**src/rtl/core/coordinate_rms_deviation_macros.svh**
```systemverilog
// ============================================================================
// coordinate_rms_deviation_macros.svh
// Assertion macros shared by the RMS deviation RTL. They compile to nothing
// when SYNTHESIS is defined.
// ============================================================================
`ifndef COORDINATE_RMS_DEVIATION_MACROS_SVH
`define COORDINATE_RMS_DEVIATION_MACROS_SVH
`ifndef SYNTHESIS
// Check a property at every clock edge outside reset
`define CRD_ASSERT(lbl, clk, rst_n, prop, msg) \
    lbl: assert property (@(posedge clk) disable iff (!rst_n) prop) else $error(msg);
// Check that a condition is followed by another in the next cycle
`define CRD_ASSERT_NEXT(lbl, clk, rst_n, pre, post, msg) \
    lbl: assert property (@(posedge clk) disable iff (!rst_n) (pre) |=> (post)) \
        else $error(msg);
`else
`define CRD_ASSERT(lbl, clk, rst_n, prop, msg)
`define CRD_ASSERT_NEXT(lbl, clk, rst_n, pre, post, msg)
`endif
`endif

```
**src/rtl/core/crd_queue.sv**
```systemverilog
// ============================================================================
// crd_queue
// Small register FIFO that decouples the atom front end from the
// accumulator back end.
// ============================================================================
`timescale 1ns / 1ps
`default_nettype none
`include "coordinate_rms_deviation_macros.svh"

module crd_queue #(
    parameter  int WIDTH = 8,
    parameter  int DEPTH = 4,
    localparam int AW    = $clog2(DEPTH)
) (
    input  wire logic             i_clk,
    input  wire logic             i_rst_n,
    input  wire logic             i_push,
    input  wire logic [WIDTH-1:0] i_data,
    input  wire logic             i_pop,
    output logic                  o_valid,
    output logic      [WIDTH-1:0] o_data,
    output logic      [AW:0]      o_free
);

    logic [WIDTH-1:0] r_mem [DEPTH];
    logic [AW-1:0]    r_wr_ptr;
    logic [AW-1:0]    r_rd_ptr;
    logic [AW:0]      r_count;

    // Store pushed requests
    always_ff @(posedge i_clk) begin
        if (i_push) begin
            r_mem[r_wr_ptr] <= i_data;
        end
    end

    // Advance pointers and occupancy
    always_ff @(posedge i_clk) begin
        if (!i_rst_n) begin
            r_wr_ptr <= '0;
            r_rd_ptr <= '0;
            r_count  <= '0;
        end else begin
            if (i_push) begin
                r_wr_ptr <= r_wr_ptr + AW'(1);
            end
            if (i_pop) begin
                r_rd_ptr <= r_rd_ptr + AW'(1);
            end
            if (i_push && !i_pop) begin
                r_count <= r_count + (AW+1)'(1);
            end else if (!i_push && i_pop) begin
                r_count <= r_count - (AW+1)'(1);
            end
        end
    end

    assign o_valid = (r_count != '0);
    assign o_data  = r_mem[r_rd_ptr];
    assign o_free  = (AW+1)'(DEPTH) - r_count;

    `CRD_ASSERT(a_queue_no_overflow, i_clk, i_rst_n, !(i_push && (r_count == (AW+1)'(DEPTH))), "queue push while full")
    `CRD_ASSERT(a_queue_no_underflow, i_clk, i_rst_n, !(i_pop && (r_count == '0)), "queue pop while empty")

endmodule

`default_nettype wire

```
**config.mk**
```make
export PLATFORM = sky130hd
export DESIGN_NAME = crd_queue
export DESIGN_NICKNAME = d
export VERILOG_FILES = /design/src/rtl/core/crd_queue.sv
export VERILOG_INCLUDE_DIRS = /design/src /design/src/rtl/core
export SDC_FILE = /design/constraint.sdc
export NUM_CORES = 1
export LEC_CHECK = 0
export BUFFER_PORTS_ARGS = -buffer_cell sky130_fd_sc_hd__clkbuf_2
export CELL_PAD_IN_SITES_DETAIL_PLACEMENT = 0
export CELL_PAD_IN_SITES_GLOBAL_PLACEMENT = 1
export CORE_MARGIN = 1
export CORE_UTILIZATION = 44
export CTS_BUF_LIST = sky130_fd_sc_hd__clkbuf_8
export DETAILED_ROUTE_END_ITERATION = 7
export GPL_TIMING_DRIVEN = 0
export PLACE_DENSITY_LB_ADDON = 0.1
export SETUP_SLACK_MARGIN = 0.02
export SLEW_MARGIN = 15
export SYNTH_ARGS = -nofsm -noshare
export SYNTH_HDL_FRONTEND = slang
export SYNTH_SLANG_ARGS = --single-unit
export TNS_END_PERCENT = 10
```
**constraint.sdc**
```tcl
create_clock -name i_clk -period 1.6 [get_ports i_clk]
set_input_delay 0.4 -clock i_clk [delete_from_list [all_inputs] [get_ports i_clk]]
set_output_delay 0.4 -clock i_clk [all_outputs]
set_load 0.02 [all_outputs]
```
==> results.md <==
* PortBufs at 23
* Worst setup margin at -0.240 ns
* Antenna cells at 0
* Critical Path Stages at 3
* # nets final at 141
* FF+latch area at 1150 sq um
* H-Tree Depth at 2
* Synth area leader: edfxtp_1
* Io pins at 24
* Vias at 798
* CP cell instances: buf_12, mux4_2, buf_8
* Final core utilization at 0.582
* Crit path required time at 1.20 ns
* DRC Markers at 0
* Top post-synthesis cells by area: edfxtp_1, dfxtp_1, mux4_2, ha_1, and2_1
* Starting Density at 0.477
* Post-CTS Hold Buffers at 0
* DIE AREA at 3980 sq um
* Reg2Reg Depth at 4
* Sequential share of the synthesized area at 0.695
* Max Clk Rate at 544 MHz
* Starting DRT DRC Count at 29
* GRT Max-Usage Layer: met2
* Grt met3 use at 0.0507
* Yosys Warn Count at 0
* Clock root buffer: clkbuf_8
* Placed cell areas at 1840 sq um
* Hold path cells at 1
* Leakage at 0.748 nW
* VDD IR max at 0.598 mV
* Final setup fails at 9
* First-pass GRT wire length at 3.94 mm
* WS Path Type: register to primary output
* Crit. End Element: primary output
* Total grt overflow at 0
* Synth cell count leaders: edfxtp_1, and2_1, dfxtp_1, inv_1, mux4_2
* Largest net degree at the start of global routing at 13
* Worst Setup Start Kind: register
* Crit path buffers/inverters at 2
* DR WL/cell at 13.6 um
* DP Worst Slack at -0.213 ns
* Routed vias/inst at 4.75
* CP max stage delay at 0.53 ns
* RSZ-0062 raised after global routing: yes
* Post-route clock period utilization at 1.15
* Total routed wirelength at 2.29 mm
* Core area at 3440 sq um
* Router iterations before antenna repair at 4
* Synthesized area at 1640 sq um
* Gp weighted congestion at 0.643
* Fin. Hold Viols at 0
* Initial antenna violation count at 0
* Die X at 63.1 um
* Clock sinks at 41
* Met1 global-route usage at 0.158
* Power Density at 1180 nW/um^2
* Min Tclk post-route at 1.84 ns
* Detail Placement HPWL at 1.53 mm
* Clk_lat worst skew at 0.28 ns
* Most frequent cell after synthesis: edfxtp_1
* Cell area after layout at 2000 sq um
* Number of max-cap violations at 0
* FF+latch count, synth at 41
* CP arrival at 1.44 ns
* Top cell type's share of synthesized area at 0.585
* Worst Tran Pin Value at 0.431 ns
* Status: complete, but fails checks
* CTS tree: done
* Setup TNS at -1.86 ns
* Most common flop cell mapped by yosys: edfxtp_1
* Count of filler cells inserted in the layout at 289
* Worst clock skew at 0.00220 ns
* Area Growth Syn to Fin at 22.0%
* Pins over their slew limit at 0
* Failing checks: setup timing
* GRT Total Usage at 0.140
* Footprint of the multi-input gates at 483 sq um
* Die Span Y at 63.1 um
* Mapped Nets at 111
* Final antenna-violating net count at 0
* Critical path peak fanout at 8
* Ratio of cells with drive above 1 in the final layout at 0.418
* Vias in the first global route at 865
* Core Rows at 21
* Post-synthesis cell count at 91
* Async SR Flop Fraction at 0
* Longest Clk Path Bufs at 2
* Slew HR at 0.713
* Crit path max-delay family: multiplexers
* Total CTS buffers at 5
* Post-synth EDFFs at 32
* Grt met2 use at 0.224
* Clock Pin Slew Worst Setup and Hold Paths at 0.07 ns
* Mean Syn Cell Area at 18.0 sq um
* Hold_ws at 0.333 ns
* Critical-path top delay cell: mux4_2
* Distinct cells, synth at 18
* Hold Path Class: input port to register
## what timing repair did
item / CTS / global route
endpoints found under the setup margin: 11 / 11
resized for setup: 16 / 12
pin swaps: 2 / 1
setup buffers: 0 / 0
## sequential cells by signal (all words and copies together) (netlist names), named ones only
| signal | flops |
|---|---|
| r_wr_ptr | 2 |
| r_mem | 32 |
| r_count | 3 |
| r_rd_ptr | 2 |
## final timing paths
path	end	from	slack [ns]
setup reg to reg	r_count[2]	r_count[0]	0.18
hold / removal	r_mem[0][2]	i_data[2]	0.33
setup / recovery	o_data[1]	register	-0.24
hold reg to reg	r_count[2]	r_count[2]	0.52
## stage by stage
step,instances,power [W]
after floorplan,91,0.00155
after global placement,160,0.00166
after detailed placement,160,0.00167
after CTS,168,0.00239
after global routing,168,0.00250
final,168,0.00237
## per-layer routing
layer  share of wire  vias up
met3           0.044        6
met1            0.41      383
li1                -      391
met5               0        -
met2            0.51       18
met4           0.028        0
## area by class of cell
| class | instances | share of cell area |
|---|---|---|
| sequential | 41 | 0.573 |
| timing repair buffer | 23 | 0.0750 |
| tap | 46 | 0.0287 |
| buffer | 3 | 0.0162 |
| multi-input combinational | 38 | 0.241 |
| clock buffer | 6 | 0.0413 |
| inverter | 9 | 0.0206 |
| clock inverter | 2 | 0.00375 |
## where the power goes
part / internal [W] / switching (W) / total, W / leakage (nW)
Sequential: 0.00122 / 0.0000316 / 0.00125 / 0.370
Combinational: 0.000238 / 0.000237 / 0.000475 / 0.324
Clock: 0.000338 / 0.000306 / 0.000644 / 0.0538
Total: 0.00180 / 0.000574 / 0.00237 / 0.748
## kinds of logic (layout without fill, tap and decap cells)
family,after synthesis,in the layout,synth area share
compound gates,2,2,0.00762
flops,41,41,0.695
simple gates,13,13,0.0480
fa+ha+maj,8,8,0.0655
mux,10,10,0.122
xor+xnor,5,5,0.0267
buf+inv,12,43,0.0351
## cells in the final DEF (no fill, tap or decap), drive strengths merged
cell type and count:
or3 1, buf 11, a21boi 1, dfxtp 9
nor2b 2, mux4 8, clkbuf 21, xor2 3
nand2 1, mux2i 2, o21ai 1, and2 9
edfxtp 32, inv 11, ha 7, xnor2 2
fa 1
(Power assumes the default switching activity.)
