==> config.mk <==
export PLATFORM = sky130hd
export DESIGN_NAME = crd_root_flat
export DESIGN_NICKNAME = d
export VERILOG_FILES = /design/src/rtl/core/crd_pkg.sv /design/src/rtl/core/crd_if.sv /design/src/rtl/core/crd_root.sv /design/src/flat_wrapper.sv
export VERILOG_INCLUDE_DIRS = /design/src /design/src/rtl/core
export SDC_FILE = /design/constraint.sdc
export NUM_CORES = 1
export LEC_CHECK = 0
export BUFFER_PORTS_ARGS = -buffer_cell sky130_fd_sc_hd__buf_2
export CORE_MARGIN = 1.5
export CORE_UTILIZATION = 40
export CTS_CLUSTER_DIAMETER = 120
export DETAILED_ROUTE_END_ITERATION = 7
export PLACE_DENSITY = 0.71
export REMOVE_ABC_BUFFERS = 1
export SYNTH_ARGS = -nofsm -noshare
export SYNTH_HDL_FRONTEND = slang
export SYNTH_SLANG_ARGS = --single-unit
==> constraint.sdc <==
create_clock -name i_clk -period 6.8 [get_ports i_clk]
set_clock_uncertainty 0.05 [all_clocks]
set_input_delay 0.34 -clock i_clk [delete_from_list [all_inputs] [get_ports i_clk]]
set_output_delay 0.34 -clock i_clk [all_outputs]
set_load 0.01 [all_outputs]
==> src/rtl/core/coordinate_rms_deviation_macros.svh <==
// ============================================================================
// coordinate_rms_deviation_macros.svh
// Assertion macros shared by the RMS deviation RTL. They compile to nothing
// when SYNTHESIS is defined.
// ============================================================================
`ifndef COORDINATE_RMS_DEVIATION_MACROS_SVH
`define COORDINATE_RMS_DEVIATION_MACROS_SVH
`ifndef SYNTHESIS
// Check a property at every clock edge outside reset
`define CRD_ASSERT(lbl, clk, rst_n, prop, msg) \
    lbl: assert property (@(posedge clk) disable iff (!rst_n) prop) else $error(msg);
// Check that a condition is followed by another in the next cycle
`define CRD_ASSERT_NEXT(lbl, clk, rst_n, pre, post, msg) \
    lbl: assert property (@(posedge clk) disable iff (!rst_n) (pre) |=> (post)) \
        else $error(msg);
`else
`define CRD_ASSERT(lbl, clk, rst_n, prop, msg)
`define CRD_ASSERT_NEXT(lbl, clk, rst_n, pre, post, msg)
`endif
`endif

==> src/rtl/core/crd_pkg.sv <==
// ============================================================================
// crd_pkg
// Types and fixed constants of the coordinate RMS deviation block.
// ============================================================================
`timescale 1ns / 1ps
`default_nettype none

package crd_pkg;

    // Fixed field widths
    localparam int IndexBits = 10;
    localparam int CountBits = 11;
    localparam int SumBits   = 64;
    localparam int RmsBits   = 25;
    localparam int RootBits  = SumBits / 2;

    // Queue between front and back
    localparam int QueueDepth = 4;
    localparam int QueueAw    = $clog2(QueueDepth);

    // Sequencer step counts
    localparam int DivSteps  = SumBits;
    localparam int SqrtSteps = RootBits;
    localparam int StepBits  = $clog2(DivSteps);

    // Dummy atom threshold: 9998.0 in Q8, compared strictly greater
    localparam logic signed [32:0] DummyLimit = 33'sd2559488;

    localparam logic [CountBits-1:0] CountMax = '1;

    // Divide / square root sequencer states
    typedef enum logic [1:0] {
        ST_IDLE,
        ST_DIV,
        ST_SQRT,
        ST_DONE
    } t_root_state;

    // Request from the accumulator to the divide / square root unit
    typedef struct packed {
        logic                 start;
        logic [SumBits-1:0]   sum;
        logic [CountBits-1:0] count;
        logic                 dummy;
    } t_root_req;

    // Add two 64-bit values, clamping at all ones
    function automatic logic [SumBits-1:0] sat_add(input logic [SumBits-1:0] a,
                                                   input logic [SumBits-1:0] b);
        logic [SumBits:0] s;
        s = {1'b0, a} + {1'b0, b};
        return s[SumBits] ? {SumBits{1'b1}} : s[SumBits-1:0];
    endfunction

endpackage

`default_nettype wire

==> src/rtl/core/crd_if.sv <==
// ============================================================================
// crd_if
// Valid/ready channels of the RMS deviation block: atom requests in and
// result requests out.
// ============================================================================
`timescale 1ns / 1ps
`default_nettype none


interface crd_result_if;
    logic                           valid;
    logic                           ready;
    logic [crd_pkg::RmsBits-1:0]    rms_value;
    logic [crd_pkg::CountBits-1:0]  atom_count;
    logic                           reference_has_dummy;

    modport source (output valid, rms_value, atom_count, reference_has_dummy,
                    input ready);
    modport sink   (input valid, rms_value, atom_count, reference_has_dummy,
                    output ready);
endinterface

`default_nettype wire

==> src/rtl/core/crd_root.sv <==
// ============================================================================
// crd_root
// Sequencer for the mean and root: restoring divide of the sum by the count,
// one quotient bit a cycle, then a digit-by-digit integer square root, one
// result bit a cycle. Holds the result until the receiver takes it.
// ============================================================================
`timescale 1ns / 1ps
`default_nettype none
`include "coordinate_rms_deviation_macros.svh"

module crd_root (
    input  wire logic               i_clk,
    input  wire logic               i_rst_n,
    input  wire crd_pkg::t_root_req i_req,
    output logic                    o_idle,
    crd_result_if.source            o_result
);

    localparam int SW = crd_pkg::SumBits;
    localparam int CW = crd_pkg::CountBits;
    localparam int RW = crd_pkg::RootBits;
    localparam int TW = crd_pkg::StepBits;
    localparam int MW = RW + 1;

    crd_pkg::t_root_state r_state, n_state;

    logic [TW-1:0]   r_step, n_step;
    logic [CW-1:0]   r_rem_d, n_rem_d;
    logic [SW-1:0]   r_quo, n_quo;
    logic [CW-1:0]   r_den, n_den;
    logic            r_dummy, n_dummy;
    logic [MW-1:0]   r_rem_s, n_rem_s;
    logic [RW-1:0]   r_root, n_root;

    logic [CW:0]     div_rs;
    logic [CW:0]     div_diff;
    logic            div_ge;
    logic [MW+1:0]   sq_rs;
    logic [MW+1:0]   sq_trial;
    logic [MW+2:0]   sq_diff;
    logic            sq_ok;

    // State register
    always_ff @(posedge i_clk) begin
        if (!i_rst_n) begin
            r_state <= crd_pkg::ST_IDLE;
            r_step  <= '0;
        end else begin
            r_state <= n_state;
            r_step  <= n_step;
        end
    end

    // Datapath registers
    always_ff @(posedge i_clk) begin
        r_rem_d <= n_rem_d;
        r_quo   <= n_quo;
        r_den   <= n_den;
        r_dummy <= n_dummy;
        r_rem_s <= n_rem_s;
        r_root  <= n_root;
    end

    // One divide step and one root step
    always_comb begin
        div_rs   = {r_rem_d, r_quo[SW-1]};
        div_diff = div_rs - {1'b0, r_den};
        div_ge   = (div_rs >= {1'b0, r_den});
        sq_rs    = {r_rem_s, r_quo[SW-1 -: 2]};
        sq_trial = {1'b0, r_root, 2'b01};
        sq_diff  = {1'b0, sq_rs} - {1'b0, sq_trial};
        sq_ok    = !sq_diff[MW+2];
    end

    // Next state and outputs
    always_comb begin
        n_state = r_state;
        n_step  = r_step;
        n_rem_d = r_rem_d;
        n_quo   = r_quo;
        n_den   = r_den;
        n_dummy = r_dummy;
        n_rem_s = r_rem_s;
        n_root  = r_root;
        o_idle         = 1'b0;
        o_result.valid = 1'b0;
        unique case (r_state)
            crd_pkg::ST_IDLE: begin
                o_idle = 1'b1;
                if (i_req.start) begin
                    n_quo   = i_req.sum;
                    n_den   = i_req.count;
                    n_dummy = i_req.dummy;
                    n_rem_d = '0;
                    n_step  = '0;
                    n_state = crd_pkg::ST_DIV;
                end
            end
            crd_pkg::ST_DIV: begin
                n_rem_d = div_ge ? div_diff[CW-1:0] : div_rs[CW-1:0];
                n_quo   = {r_quo[SW-2:0], div_ge};
                n_step  = r_step + TW'(1);
                if (r_step == TW'(crd_pkg::DivSteps - 1)) begin
                    n_step  = '0;
                    n_rem_s = '0;
                    n_root  = '0;
                    n_state = crd_pkg::ST_SQRT;
                end
            end
            crd_pkg::ST_SQRT: begin
                n_rem_s = sq_ok ? sq_diff[MW-1:0] : sq_rs[MW-1:0];
                n_root  = {r_root[RW-2:0], sq_ok};
                n_quo   = {r_quo[SW-3:0], 2'b00};
                n_step  = r_step + TW'(1);
                if (r_step == TW'(crd_pkg::SqrtSteps - 1)) begin
                    n_step  = '0;
                    n_state = crd_pkg::ST_DONE;
                end
            end
            crd_pkg::ST_DONE: begin
                o_result.valid = 1'b1;
                if (o_result.ready) begin
                    n_state = crd_pkg::ST_IDLE;
                end
            end
            default: begin
                n_state = crd_pkg::ST_IDLE;
            end
        endcase
    end

    // Clamp root to the result width
    assign o_result.rms_value = (r_root[RW-1:crd_pkg::RmsBits] != '0)
                              ? {crd_pkg::RmsBits{1'b1}} : r_root[crd_pkg::RmsBits-1:0];
    assign o_result.atom_count          = r_den;
    assign o_result.reference_has_dummy = r_dummy;

    `CRD_ASSERT(a_den_nonzero, i_clk, i_rst_n, (r_state == crd_pkg::ST_DIV) |-> (r_den != '0), "divide by zero count")
    `CRD_ASSERT(a_done_after_root, i_clk, i_rst_n, $rose(o_result.valid) |-> ($past(r_state) == crd_pkg::ST_SQRT), "result without root pass")
    `CRD_ASSERT_NEXT(a_start_taken, i_clk, i_rst_n, (r_state == crd_pkg::ST_IDLE) && i_req.start, r_state == crd_pkg::ST_DIV, "start request lost")

endmodule

`default_nettype wire

==> src/flat_wrapper.sv <==
// flat-port wrapper written by rule: the top's interface ports become plain ports
module crd_root_flat 
  (i_clk, i_rst_n, i_req, o_idle, o_result_valid, o_result_rms_value, o_result_atom_count, o_result_reference_has_dummy, o_result_ready);
  crd_result_if o_result_i ();
  input  wire logic i_clk;
  input  wire logic i_rst_n;
  input  wire crd_pkg::t_root_req i_req;
  output logic o_idle;
  output wire logic [$bits(o_result_i.valid)-1:0] o_result_valid;
  output wire logic [$bits(o_result_i.rms_value)-1:0] o_result_rms_value;
  output wire logic [$bits(o_result_i.atom_count)-1:0] o_result_atom_count;
  output wire logic [$bits(o_result_i.reference_has_dummy)-1:0] o_result_reference_has_dummy;
  input wire logic [$bits(o_result_i.ready)-1:0] o_result_ready;
  assign o_result_valid = o_result_i.valid;
  assign o_result_rms_value = o_result_i.rms_value;
  assign o_result_atom_count = o_result_i.atom_count;
  assign o_result_reference_has_dummy = o_result_i.reference_has_dummy;
  assign o_result_i.ready = o_result_ready;
  crd_root u_core (.i_clk(i_clk), .i_rst_n(i_rst_n), .i_req(i_req), .o_idle(o_idle), .o_result(o_result_i));
endmodule
==> impl_metrics.tcl, run 1 <==
set metrics [dict create \
    outcome "finished, final reports clean" \
    hpwl_um 13600 \
    fp.dieArea_mm2 0.0244 \
    worstMarginPinSlew_ps 1110 \
    rows 55 \
    synthCells 938 \
    cts_buffers 17 \
    grt_usage_pct 16.7 \
    leakagePower_nw 4.23 \
    grt_pass1_wl_um 33000 \
    vias 7244 \
    worstSkewPairLatency_ps 420 \
    syn_area_mm2 0.00940 \
    worstPathCellList "inv_1 > ha_1 > a21oi_1 > o21ai_1 > a211oi_1 > a21oi_2 > a21oi_2 > o21bai_1 > a41oi_4 > buf_4 > mux2_2 > nor2_1" \
    critPathBufInv 2 \
    route.detailed.wl_per_inst_um 14.8 \
    p_seq_share_pct 37.0 \
    synth_ff_type "edfxtp_1" \
    nets 1163 \
    fp.dieH_um 156 \
    start_util_pct 41.2 \
    synth.distinct_cells 56 \
    grt_max_degree 71 \
    placed_cell_area_mm2 0.0103 \
    drc_errors 0 \
    portBuffers 118 \
    p_int_mw 2.95 \
    cap_violations 0 \
    fin_crit_sh_pct 55.2 \
    crit_start "u_core.r_root[10]" \
    fillers 2202 \
    switching_power_mw 1.97 \
    cp.required_ps 7030 \
    fin_util_pct 47.7 \
    ir_drop_uv 293 \
    drt_iter0_markers 506 \
    fin_crit_ps 3750 \
    crit_path_frequent_cell "a21oi_2" \
    rsz0062_at_grt "false" \
    final_hold_viol_count 0 \
    slowest_stage "a41oi_4" \
    min_from "i_req[10]" \
    synth-seq-cells 160 \
    worstSetupStartpointType "flop" \
    worstSetupPathType "flop to flop" \
    maxSlewViolCount 0 \
    cts_resized 0 \
    drt-vias-per-instance 5.32 \
    stdcell_area_mm2 0.0109 \
    pwr_density_cell_mw_per_mm2 451 \
    gp_congestion 0.844 \
    r2r_start "u_core.r_root[10]" \
    pwr-share-clk_pct 19.4 \
    clk_pin_slew_ps 80 \
    cts_tree "done" \
    fp.coreArea_mm2 0.0228 \
    fmax_ghz 0.266 \
    fp.dieW_um 156 \
    cts.root.buffer_cell "clkbuf_16" \
    hold_buffers 0 \
    htree_num_levels 4 \
    hold_class "primary input to flop" \
    synthTopCellsByArea "edfxtp_1 49%, ha_1 6.5%, nor2_1 6.1%, a21oi_1 5.1%, a22oi_1 5.0%" \
    swShare_pct 40.1 \
    grt_pass1_vias 6874 \
    ys_warn_count 0 \
    slowest_delay_ps 700 \
    synth_top_cell_area_share_pct 48.5 \
    critPathArrivalTime_ps 3980 \
    slew_headroom_pct 25.4 \
    synth_edf_count 152 \
    ys_seq_area_share_pct 50.2 \
    antenna_found_initial 1 \
    postCtsSetupRepairBufs 0 \
    synth_largest_area_cell "edfxtp_1" \
    ant_nets 0 \
    endpoint_kind "flop" \
    clock-sinks 160 \
    avgSynthCellArea_um2 10.0 \
    crit_family "compound AO/OA/AOI/OAI gates" \
    cts.path.max_buffers 2 \
    yosysMostFrequentCell "nor2_1" \
    overflow 0 \
    drive_above_1_share_pct 17.7 \
    setup_violations 0 \
    synth_common_cells "154 x nor2_1, 152 x edfxtp_1, 96 x a21oi_1" \
    ios 119 \
    combinationalPowerShare_pct 43.7 \
    cp_max_fo 19 \
    drt_wl_total_um 20100 \
    async_flop_share_pct 0 \
    syn2layout_area_growth_pct 15.8 \
    dr.pass1.iters 5 \
    whs_ps 34.0 \
]
metal layers:
layer	global-route usage (%)	up-vias	part of all wire [%]
met5	0	-	0
met4	4.17	0	0.97
met3	3.88	14	5.6
met2	27.1	196	46
met1	22.6	3410	47
li1	-	3624	-
per-stage QoR:
step                      cells  total power, mW  TNS, ps  setup WS [ps]
after floorplan             886             3.49   -65520          -1010
after global placement     1327             3.92        0           3240
after detailed placement   1327             3.98        0           3070
after CTS                  1359             4.95        0           3050
after global routing       1359             5.30        0           2760
final                      1362             4.91        0           3050
sequential cells by signal, summed over array words and instances, names as in the netlist:
name                                 count
u_core.o_result.atom_count              11
u_core.o_result.reference_has_dummy      1
u_core.r_quo                            64
u_core.r_rem_d                          11
u_core.r_rem_s                          33
u_core.r_root                           32
u_core.r_state                           2
u_core.r_step                            6
cell type report:
cell class	instances	area, um^2	area share, %
sequential	160	4720	43.4
multi-input combinational	658	4260	39.1
timing repair buffer	128	666	6.11
clock buffer	17	425	3.91
tap	313	392	3.60
inverter	68	255	2.34
clock inverter	15	164	1.51
antenna	3	7.51	0.0689
placed cells by master, fill, tap and decap left out, types with 5 or more instances in the layout:
master / instances
inv_8: 5
a31oi_1: 7
o21ai_1: 13
a21oi_2: 5
buf_4: 10
a211oi_1: 6
nor3_1: 8
ha_1: 46
nor2b_1: 10
a21oi_1: 96
nand2_1: 29
inv_1: 64
buf_2: 118
edfxtp_1: 152
o21bai_1: 7
xor2_1: 15
nand4_1: 12
a21o_1: 15
nand3_1: 43
clkbuf_16: 17
xnor2_1: 23
nor2_1: 154
mux2i_1: 35
dfxtp_1: 8
o21ai_0: 19
a22oi_1: 63
worst paths after layout:
path                              endpoint  slack (ps)  depth (start not counted)
min reg2reg               u_core.r_step[3]         510                          2
min          u_core.o_result.atom_count[9]          30                          1
max reg2reg             u_core.r_rem_s[17]        3050                         12
max                     u_core.r_rem_s[17]        3050                         12
power by group through the flow:
stage,combinational (mW),clock [mW],sequential [mW]
global placement,2.10,0,1.82
finish,2.15,0.951,1.82
detailed placement,2.15,0,1.84
CTS,2.16,0.978,1.82
global route,2.42,1.02,1.86
floorplan,1.68,0,1.81
logic make-up after synthesis:
kind of cell / synth area share, %
adders and majority gates: 6.73
and+or+nand+nor: 13.1
DFF: 50.2
buffers and inverters: 4.94
xor gates and xnor gates: 3.54
muxes: 3.85
AOI/OAI and AO/OA: 17.6
Note: power is estimated with default switching activity, not from simulation.
==> run 2, diff against run 1 <==
--- a/config.mk
+++ b/config.mk
@@ -11,7 +11,7 @@
 export CORE_UTILIZATION = 40
 export CTS_CLUSTER_DIAMETER = 120
 export DETAILED_ROUTE_END_ITERATION = 7
-export PLACE_DENSITY = 0.71
+export PLACE_DENSITY = 0.69
 export REMOVE_ABC_BUFFERS = 1
 export SYNTH_ARGS = -nofsm -noshare
 export SYNTH_HDL_FRONTEND = slang
==> constraint.sdc (replaced) <==
create_clock -name i_clk -period 3.56 [get_ports i_clk]
set_clock_uncertainty 0.05 [all_clocks]
set_input_delay 0.178 -clock i_clk [delete_from_list [all_inputs] [get_ports i_clk]]
set_output_delay 0.178 -clock i_clk [all_outputs]
set_load 0.01 [all_outputs]
==> impl_metrics.tcl, run 2 (synthesis gave the netlist of run 1 again) <==
set metrics [dict create \
    grt_pass1_wl_um 33900 \
    whs_ps 16.5 \
    cp_max_fo 21 \
    cts_resized 0 \
    drt_iter0_markers 480 \
    outcome "finished, final reports clean" \
    antenna_found_initial 3 \
    top_register "u_core.r_quo" \
    critPathArrivalTime_ps 3430 \
    rsz0062_at_grt "false" \
    setup_violations 0 \
    drt_wl_total_um 20700 \
    fmax_ghz 0.314 \
    cts_tree "done" \
    maxSlewViolCount 0 \
    cts.root.buffer_cell "clkbuf_16" \
    route.detailed.wl_per_inst_um 14.8 \
    hold_buffers 31 \
    vias 7435 \
    final_common_cell "nor2_1" \
    overflow 0 \
    ant_nets 0 \
    post-place-ws_ps 373 \
    pwr_density_cell_mw_per_mm2 846 \
    endpoint_kind "flop" \
    syn2layout_area_growth_pct 19.7 \
    cts.path.max_buffers 2 \
    slew_headroom_pct 37.7 \
    fin_tns_setup_ps 0 \
    gp_congestion 0.847 \
    nets 1197 \
    fin_crit_sh_pct 89.5 \
    cts_buffers 17 \
    fp.coreArea_mm2 0.0228 \
    worstMarginPinSlew_ps 935 \
    drive_above_1_share_pct 17.4 \
    fp.dieW_um 156 \
    grt_pass1_vias 7018 \
    dr.pass1.iters 5 \
    postCtsSetupRepairBufs 0 \
    ir_drop_uv 393 \
    ios 119 \
    top_regs "u_core.r_quo: 64 flops, u_core.r_rem_s: 33 flops, u_core.r_root: 32 flops" \
    hpwl_um 14000 \
    setup_slack_ps 376 \
    grt_usage_pct 17.3 \
    worstSetupPathType "flop to flop" \
    cap_violations 0 \
    rows 55 \
    grt_max_degree 104 \
    cp.required_ps 3800 \
    worstSkewPairLatency_ps 430 \
    fp.dieH_um 156 \
    fp.dieArea_mm2 0.0244 \
    drc_errors 0 \
    drt-vias-per-instance 5.33 \
    fillers 2205 \
    layout_common_cells "154 x nor2_1, 152 x edfxtp_1, 118 x buf_2" \
    leakagePower_nw 4.39 \
    portBuffers 118 \
    worstSetupStartpointType "flop" \
    final_hold_viol_count 0 \
    hold_class "primary input to flop" \
    fin_crit_ps 3180 \
    clk_pin_slew_ps 70 \
    largest_reg_flops 64 \
    htree_num_levels 4 \
    clock-sinks 160 \
    start_util_pct 41.2 \
]
==> run 2: changes by cell type in the layout (fill, tap and decap cells not counted) <==
cell / delta
buf_12: +1
buf_4: +2
clkinv_2: +1
clkinv_4: -2
dlygate4sd3_1: +31
clkinv_8: +2
bufinv_16: +1
inv_6: +2
inv_8: -3
clkinvlp_4: -1
==> run 2: final timing paths <==
path / startpoint / to / slack (ps) / cells past startpoint
worst max register to register: u_core.r_root[10] / u_core.r_rem_s[17] / 380 / 12
worst min-delay path: i_req[43] / u_core.r_quo[31] / 20 / 3
worst max-delay path: u_core.r_root[10] / u_core.r_rem_s[17] / 380 / 12
worst min register to register: u_core.r_step[3] / u_core.r_step[3] / 500 / 2
==> run 2: layer usage <==
metal  routed length, um  up-vias  share of wire (%)  GRT usage [%]
li1                    -     3695                  -              -
met1                9530     3511                 46           22.5
met2                9700      206                 47           28.8
met3                1190       21                5.7           4.21
met4                 234        2                1.1           4.26
met5                  10        -              0.048              0
==> run 2: worst max-delay path: stages, from the launching register on <==
cell,delay (ps)
edfxtp_1,370
inv_1,110
ha_1,310
a21oi_1,260
o21ai_1,130
a211oi_1,260
a21oi_2,150
a21oi_2,200
o21bai_1,140
a41oi_4,240
buf_4,360
mux2_2,380
nor2_1,80
==> run 2: stage by stage <==
step / instance area, um^2 / cells / power, mW / utilization [%]
final: 11300 / 1396 / 9.53 / 49.3
after global routing: 11300 / 1393 / 10.3 / 49.3
after CTS: 11300 / 1393 / 9.60 / 49.3
after detailed placement: 10300 / 1330 / 7.65 / 45.2
after global placement: 10300 / 1330 / 7.53 / 45.2
after floorplan: 9200 / 886 / 6.66 / -
==> run 2: cell type report <==
| type | instances | area, um^2 | area share [%] |
|---|---|---|---|
| Antenna cell | 3 | 7.51 | 0.0667 |
| Clock buffer | 17 | 425 | 3.78 |
| Clock inverter | 15 | 190 | 1.69 |
| Inverter | 68 | 255 | 2.27 |
| Multi-Input combinational cell | 658 | 4260 | 37.8 |
| Sequential cell | 160 | 4720 | 42.0 |
| Tap cell | 313 | 392 | 3.48 |
| Timing Repair Buffer | 162 | 1010 | 8.98 |
==> run 2: power breakdown <==
group,total (mW),internal [mW],switching [mW]
registers,3.47,3.12,0.340
clock network,1.89,1.01,0.875
logic,4.18,1.60,2.58
total,9.53,5.74,3.79
